[config.mk]
export PLATFORM = sky130hd
export DESIGN_NAME = button_gesture_classifier_top
export DESIGN_NICKNAME = d
export VERILOG_FILES = /design/src/sv/bgc_pkg.sv /design/src/sv/button_gesture_classifier_top.sv /design/src/sv/bgc_cfg_regs.sv /design/src/sv/bgc_gesture.sv
export VERILOG_INCLUDE_DIRS = /design/src /design/src/sv
export SDC_FILE = /design/constraint.sdc
export NUM_CORES = 1
export LEC_CHECK = 0
export BUFFER_PORTS_ARGS = -buffer_cell sky130_fd_sc_hd__buf_2
export CORE_MARGIN = 2
export CORE_UTILIZATION = 60
export CTS_CLUSTER_DIAMETER = 50
export DETAILED_ROUTE_END_ITERATION = 10
export PLACE_DENSITY = 0.74
export SKIP_CTS_REPAIR_TIMING = 1
export SLEW_MARGIN = 0
export SYNTH_ARGS = -nofsm -noshare
export SYNTH_HDL_FRONTEND = slang
export SYNTH_HIERARCHICAL = 1
export SYNTH_SLANG_ARGS = --single-unit
export TNS_END_PERCENT = 30
[constraint.sdc]
create_clock -name clk -period 12.7 [get_ports clk]
set_input_delay 0 -clock clk [delete_from_list [all_inputs] [get_ports clk]]
set_output_delay 0 -clock clk [all_outputs]
set_load 0.005 [all_outputs]
[src/sv/button_gesture_classifier_top_defines.svh]
// Assertion macros shared by the gesture classifier RTL.
`ifndef BUTTON_GESTURE_CLASSIFIER_TOP_DEFINES_SVH
`define BUTTON_GESTURE_CLASSIFIER_TOP_DEFINES_SVH

// Condition must hold at every edge outside reset.
`define BGC_ASSERT_ALWAYS(lbl, cond, msg) \
  lbl: assert property (@(posedge clk) disable iff (rst) (cond)) else $error(msg);

// Same-cycle implication outside reset.
`define BGC_ASSERT_IMPLY(lbl, ante, cons, msg) \
  lbl: assert property (@(posedge clk) disable iff (rst) (ante) |-> (cons)) \
    else $error(msg);

`endif

[src/sv/bgc_pkg.sv]
// Shared types and constants for the button gesture classifier.
`default_nettype none

package bgc_pkg;

  localparam int unsigned CntW  = 16;
  localparam int unsigned RelW  = 8;
  localparam int unsigned IdxW  = 2;

  localparam logic [CntW-1:0] LongPressReset   = 16'd200;
  localparam logic [CntW-1:0] ClickWindowReset = 16'd40;
  localparam logic [CntW-1:0] PopupReset       = 16'd150;

  typedef enum logic [1:0] {
    CMD_NONE   = 2'd0,
    CMD_LOCK   = 2'd1,
    CMD_UNLOCK = 2'd2,
    CMD_ALARM  = 2'd3
  } cmd_t;

  typedef enum logic [IdxW-1:0] {
    REG_LONG_PRESS   = 2'd0,
    REG_CLICK_WINDOW = 2'd1,
    REG_POPUP        = 2'd2
  } reg_idx_t;

  typedef struct packed {
    logic [CntW-1:0] long_press_ticks;
    logic [CntW-1:0] click_window_ticks;
    logic [CntW-1:0] popup_ticks;
  } cfg_t;

  typedef struct packed {
    cmd_t command;
    cmd_t popup_code;
  } res_t;

  function automatic logic [CntW-1:0] sat_inc16(input logic [CntW-1:0] v);
    sat_inc16 = (v == {CntW{1'b1}}) ? v : v + 1'b1;
  endfunction

endpackage

`default_nettype wire

[src/sv/button_gesture_classifier_top.sv]
// A request accepted into the input register (s1) is classified as it moves into the result register.
// Throughput: one request per cycle; the input and result registers advance whenever the result
// register is free, so ready only drops while the result register is held and the input register is full.
// Reset (rst, synchronous, active high): thresholds return to 200/40/150 ticks,
// all gesture counters, flags and the popup clear, both pipeline stages empty.
// Top level of the button gesture classifier.
`default_nettype none

`include "button_gesture_classifier_top_defines.svh"

module button_gesture_classifier_top (
  input  wire logic                     clk,
  input  wire logic                     rst,
  input  wire logic                     wr_en,
  input  wire logic [bgc_pkg::IdxW-1:0] wr_index,
  input  wire logic [bgc_pkg::CntW-1:0] wr_data,
  input  wire logic                     in_valid,
  output      logic                     in_ready,
  input  wire logic                     pressed,
  output      logic                     out_valid,
  input  wire logic                     out_ready,
  output      logic [1:0]               command,
  output      logic [1:0]               popup_code
);

  bgc_pkg::cfg_t cfg;
  bgc_pkg::res_t res;
  bgc_pkg::res_t res_reg;

  logic s1_valid;
  logic s1_pressed;
  logic advance;
  logic out_free;
  logic fresh_cmd;

  bgc_cfg_regs u_cfg (
    .clk      (clk),
    .rst      (rst),
    .wr_en    (wr_en),
    .wr_index (wr_index),
    .wr_data  (wr_data),
    .cfg      (cfg)
  );

  assign out_free = !out_valid || out_ready;
  assign advance  = s1_valid && out_free;
  assign in_ready = !s1_valid || out_free;

  always_ff @(posedge clk) begin
    if (rst) begin
      s1_valid <= 1'b0;
    end else if (in_ready) begin
      s1_valid <= in_valid;
    end
  end

  always_ff @(posedge clk) begin
    if (in_ready && in_valid) begin
      s1_pressed <= pressed;
    end
  end

  bgc_gesture u_gesture (
    .clk     (clk),
    .rst     (rst),
    .step    (advance),
    .pressed (s1_pressed),
    .cfg     (cfg),
    .res     (res)
  );

  always_ff @(posedge clk) begin
    if (rst) begin
      out_valid <= 1'b0;
    end else if (out_free) begin
      out_valid <= s1_valid;
    end
  end

  always_ff @(posedge clk) begin
    if (advance) begin
      res_reg <= res;
    end
  end

  assign command    = res_reg.command;
  assign popup_code = res_reg.popup_code;

  assign fresh_cmd = out_valid && res_reg.command != bgc_pkg::CMD_NONE;

  // a fresh command always shows as the popup on the same tick
  `BGC_ASSERT_IMPLY(a_cmd_popup, fresh_cmd, popup_code == command, "command missing from popup")

endmodule

`default_nettype wire

[src/sv/bgc_cfg_regs.sv]
// Configuration register file for the gesture thresholds.
`default_nettype none

module bgc_cfg_regs (
  input  wire logic                       clk,
  input  wire logic                       rst,
  input  wire logic                       wr_en,
  input  wire logic [bgc_pkg::IdxW-1:0]   wr_index,
  input  wire logic [bgc_pkg::CntW-1:0]   wr_data,
  output bgc_pkg::cfg_t                   cfg
);

  bgc_pkg::cfg_t regs;

  always_ff @(posedge clk) begin
    if (rst) begin
      regs.long_press_ticks   <= bgc_pkg::LongPressReset;
      regs.click_window_ticks <= bgc_pkg::ClickWindowReset;
      regs.popup_ticks        <= bgc_pkg::PopupReset;
    end else if (wr_en) begin
      // unknown index is dropped
      unique case (wr_index)
        bgc_pkg::REG_LONG_PRESS:   regs.long_press_ticks   <= wr_data;
        bgc_pkg::REG_CLICK_WINDOW: regs.click_window_ticks <= wr_data;
        bgc_pkg::REG_POPUP:        regs.popup_ticks        <= wr_data;
        default: ;
      endcase
    end
  end

  assign cfg = regs;

endmodule

`default_nettype wire

[src/sv/bgc_gesture.sv]
// Gesture state registers and per-tick classification logic.
`default_nettype none

`include "button_gesture_classifier_top_defines.svh"

module bgc_gesture (
  input  wire logic          clk,
  input  wire logic          rst,
  input  wire logic          step,
  input  wire logic          pressed,
  input  wire bgc_pkg::cfg_t cfg,
  output bgc_pkg::res_t      res
);

  logic                       held_flag,     held_flag_next;
  logic [bgc_pkg::CntW-1:0]   hold_count,    hold_count_next;
  logic                       long_fired,    long_fired_next;
  logic [bgc_pkg::RelW-1:0]   release_count, release_count_next;
  logic [bgc_pkg::CntW-1:0]   window_count,  window_count_next;
  bgc_pkg::cmd_t              popup_message, popup_message_next;
  logic [bgc_pkg::CntW-1:0]   popup_age,     popup_age_next;
  bgc_pkg::cmd_t              cmd;

  always_comb begin
    logic [bgc_pkg::CntW-1:0] hold_inc;
    logic [bgc_pkg::CntW-1:0] win_inc;

    cmd                = bgc_pkg::CMD_NONE;
    held_flag_next     = held_flag;
    hold_count_next    = hold_count;
    long_fired_next    = long_fired;
    release_count_next = release_count;
    window_count_next  = window_count;
    popup_message_next = popup_message;
    popup_age_next     = popup_age;

    // popup ages before anything else this tick
    if (popup_message != bgc_pkg::CMD_NONE) begin
      popup_age_next = bgc_pkg::sat_inc16(popup_age);
    end

    hold_inc = bgc_pkg::sat_inc16(held_flag ? hold_count : '0);
    if (pressed) begin
      held_flag_next  = 1'b1;
      hold_count_next = hold_inc;
      if (hold_inc >= cfg.long_press_ticks && !long_fired) begin
        cmd                = bgc_pkg::CMD_ALARM;
        long_fired_next    = 1'b1;
        release_count_next = '0;
        window_count_next  = '0;
      end
    end else begin
      if (held_flag) begin
        if (!long_fired) begin
          if (release_count != {bgc_pkg::RelW{1'b1}}) begin
            release_count_next = release_count + 1'b1;
          end
          window_count_next = '0;
        end else begin
          long_fired_next    = 1'b0;
          release_count_next = '0;
          window_count_next  = '0;
        end
      end
      held_flag_next  = 1'b0;
      hold_count_next = '0;
    end

    // click window keeps running even through a new press
    win_inc = bgc_pkg::sat_inc16(window_count_next);
    if (release_count_next != '0) begin
      window_count_next = win_inc;
      if (win_inc >= cfg.click_window_ticks) begin
        cmd = (release_count_next == {{(bgc_pkg::RelW-1){1'b0}}, 1'b1}) ?
              bgc_pkg::CMD_LOCK : bgc_pkg::CMD_UNLOCK;
        release_count_next = '0;
        window_count_next  = '0;
      end
    end

    if (cmd != bgc_pkg::CMD_NONE) begin
      popup_message_next = cmd;
      popup_age_next     = '0;
    end

    if (popup_message_next != bgc_pkg::CMD_NONE && popup_age_next > cfg.popup_ticks) begin
      popup_message_next = bgc_pkg::CMD_NONE;
      popup_age_next     = '0;
    end
  end

  always_ff @(posedge clk) begin
    if (rst) begin
      held_flag     <= 1'b0;
      hold_count    <= '0;
      long_fired    <= 1'b0;
      release_count <= '0;
      window_count  <= '0;
      popup_message <= bgc_pkg::CMD_NONE;
      popup_age     <= '0;
    end else if (step) begin
      held_flag     <= held_flag_next;
      hold_count    <= hold_count_next;
      long_fired    <= long_fired_next;
      release_count <= release_count_next;
      window_count  <= window_count_next;
      popup_message <= popup_message_next;
      popup_age     <= popup_age_next;
    end
  end

  assign res.command    = cmd;
  assign res.popup_code = popup_message_next;

  `BGC_ASSERT_IMPLY(a_age_idle, popup_message == bgc_pkg::CMD_NONE, popup_age == '0, "stale age")
  `BGC_ASSERT_IMPLY(a_fired_held, long_fired, held_flag, "long press flagged while released")
  `BGC_ASSERT_IMPLY(a_fired_no_clicks, long_fired, release_count == '0, "clicks after alarm")

endmodule

`default_nettype wire
==> out/results.ini <==
[power]
power_uw=938
net-switching-power_uw=230
ir_drop_uv=114
p_int_uw=708
pwr-share-clk_pct=51.4
seqPwrFrac_pct=40.3
p_sw_share_pct=24.5
p_per_area_nw_per_um2=111
p_leak_nw=3.53
p_comb_share_pct=8.3

[cts]
clk_pin_slew_ps=60
clockRootBuffer=clkbuf_16
clockBufferDepth=2
htree_num_levels=4
clock_latency_ps=420
cts_tree=yes
cts_buffers=17
cts_sinks=115

[floorplan]
dieArea_um2=13300
die_x_um=115
start_util_pct=61.8
rows=40
core_um2=12100
num_io_pins=30
die_y_um=115

[global_routing]
grt_pass1_wl_mm=31.5
grt_pass1_vias=6329
antenna_found_initial=0
grtUsageMet1_pct=41.1
use_met3_pct=5.96
grt.busiest_layer=met2
grt_use_met2_pct=48.2
grt_max_degree=107
track_usage_pct=30.3
grt_overflow=0

[min_path]
hp-start=wr_data[0]
min_delay_worst_endpoint=u_cfg/cfg[16]$_SDFFE_PP0P_
worstHoldPathType=in2reg
hold_path_depth=3

[sta]
fin_tns_setup_ps=0
min_period_ps=10840
clock.fmax_mhz=92.3
period_share_pct=85.4
setup_slack_ps=1860
hold_viol_final=0
worst_pin_slew_ps=1060
rsz0062_at_grt=false
fin_skew_ps=8.27
setup_violations=0
max-slew-margin-rel_pct=28.9
slew_viol_final=0

[placed_design]
gp_congestion=0.911
place_ws_ps=2070
io_buffers=29
place_hpwl_mm=14.1

[cells_and_area]
area.growth.synth_to_final_pct=13.2
drive_gt1_share_pct=9.66
n_antenna_cell=0
final_nets=1015

[yosys]
seq_area_frac_synth_pct=31.6
synth-edff-count=5
syn-num-nets=986
ys_types=78
synthTopCellsByArea=dfxtp_1 30%, ha_1 8.7%, mux2i_1 6.6%
mappedNetlistArea_um2=7450
syn-instance-count=910
syn_avg_cell_area_um2=8.19
synthArstFlopShare_pct=0
synth_top_area_share_pct=29.5
synth-seq-cells=115
yosys_warnings=6
synth_top_area_cell=dfxtp_1
yosys_most_used_dff=dfxtp_1

[critical_path]
timing.rr.start=u_gesture/held_flag$_SDFFE_PP0P_
crit_path_top_delay_cell=o21ai_1
path_common_cell=ha_1
critPathMaxFanout=25
crit_type=reg2reg
critPathMaxStageDelay_ps=860
reg2reg_depth=39
end_kind=flop
arrival_ps=11150
rr_endpoint=u_gesture/popup_age[0]$_SDFFE_PP0P_
required_ps=13010
r2r_setup_slack_ps=1860
crit_path_start_kind=flop

[route]
drt-total-wl_mm=19.5
firstDrtPassIters=6
avgRoutedWirePerCell_um=17.4
viasPerCell=6.04
first_iter_violations=661
post-route-drc-count=0
vias=6764
postRouteAntennaNets=0

[outcome]
status=finished clean

[flow_run]
cap_violations=0

==> cell usage in the layout (no fill, tap or decap), drive strengths merged, types with 5 or more instances in the layout <==
cell           n
dfxtp        110
nor2          92
inv           73
nand2b        63
nand2         58
a21oi         55
ha            52
mux2i         49
buf           30
o21ai         30
nand3         27
clkbuf        22
dlygate4sd3   20
a21o          19
nand4         18
nor3          17
xnor2         15
a22oi         14
and2          14
and3          13
xor2          12
a22o          12
a211oi        10
or2            9
or3            9
and4           8
a31oi          6
nand3b         6
o211ai         6
edfxtp         5
o21a           5
nor4b          5
==> sequential cells by signal (all words and copies together) (netlist names) <==
| register | flops |
|---|---|
| u_gesture/release_count | 8 |
| u_cfg/cfg | 48 |
| u_gesture/window_count | 16 |
| u_gesture/popup_message | 2 |
| u_gesture/popup_age | 16 |
| popup_code | 2 |
| u_gesture/held_flag | 1 |
| s1_valid | 1 |
| command | 2 |
| s1_pressed | 1 |
| u_gesture/hold_count | 16 |
| out_valid | 1 |
| u_gesture/long_fired | 1 |
==> Yosys cell counts, types with 8 or more instances <==
library cell  number
o21ai_0           27
buf_2             12
nand4_1           18
a21oi_1           54
xor2_1            12
xnor2_1           15
and2_1            12
a21o_1            19
or3_1              9
a22oi_1           14
a211oi_1          10
nand2_1           58
inv_1             72
ha_1              52
mux2i_1           49
and4_1             8
or2_2              9
nand3_1           27
nor2_1            90
dfxtp_1          110
and3_1            13
nor3_1            17
a22o_1            12
nand2b_1          63
clkbuf_1          22
==> power by group through the flow <==
stage          clock network (mW)  logic [mW]  registers [mW]
2_1_floorplan                   0      0.0543           0.383
3_3_place_gp                    0      0.0693           0.385
3_5_place_dp                    0      0.0717           0.386
4_1_cts                     0.486      0.0721           0.378
5_1_grt                     0.501      0.0851           0.379
6_report                    0.482      0.0780           0.378
==> critical path, delay by kind of cell (launching register included) <==
kind | cells | cell delay (ps)
AND/OR/NAND/NOR | 24 | 5620
AO/OA/AOI/OAI | 8 | 2520
adder cells (fa/ha/maj) | 5 | 1360
flip-flops | 1 | 790
XOR/XNOR | 2 | 390
==> area by class of cell <==
class,instances,area (µm²)
Clock buffer,22,474
Clock inverter,10,125
Fill cell,950,3630
Inverter,73,274
Multi-Input combinational cell,682,4650
Sequential cell,115,2350
Tap cell,168,210
Timing Repair Buffer,50,353
==> kinds of logic after synthesis <==
kind of cell,after synthesis,share of synthesized area [%]
buffers and inverters,113,6.16
muxes,51,6.88
xor gates and xnor gates,27,3.17
DFF,115,31.6
and+or+nand+nor,353,25.3
adders and majority gates,52,8.73
AOI/OAI and AO/OA,199,18.2
==> layer usage <==
layer | share of wire, % | vias to the layer above | routed length, µm
li1 | - | 3300 | -
met1 | 46 | 3222 | 8900
met2 | 47 | 211 | 9070
met3 | 5.4 | 31 | 1050
met4 | 2.3 | 0 | 447
met5 | 0 | - | 0
==> through the flow <==
| stage | cell area (µm²) | std cells | hold WS [ps] | utilization [%] |
|---|---|---|---|---|
| finish | 8440 | 1120 | 1.12 | 69.9 |
| floorplan | 7450 | 910 | 62.4 | - |
| CTS | 8240 | 1100 | -255 | 68.3 |
| global route | 8440 | 1120 | 9.87 | 69.9 |
| global placement | 7640 | 1068 | 178 | 63.3 |
| detailed placement | 7640 | 1068 | 185 | 63.3 |
==> how the worst max path moves through the flow <==
stage	start	to	slack (ps)	depth (start not counted)
global placement	u_gesture/held_flag$_SDFFE_PP0P_	u_gesture/popup_age[10]$_SDFFE_PP0P_	2620	40
finish	u_gesture/held_flag$_SDFFE_PP0P_	u_gesture/popup_age[0]$_SDFFE_PP0P_	1860	39
global route	u_gesture/held_flag$_SDFFE_PP0P_	u_gesture/popup_age[10]$_SDFFE_PP0P_	1080	39
detailed placement	u_gesture/held_flag$_SDFFE_PP0P_	u_gesture/popup_age[10]$_SDFFE_PP0P_	2070	42
floorplan	u_gesture/held_flag$_SDFFE_PP0P_	u_gesture/popup_age[15]$_SDFFE_PP0P_	4110	42
CTS	u_gesture/held_flag$_SDFFE_PP0P_	u_gesture/popup_age[10]$_SDFFE_PP0P_	2030	40
Note: power is estimated with default switching activity, not from simulation.
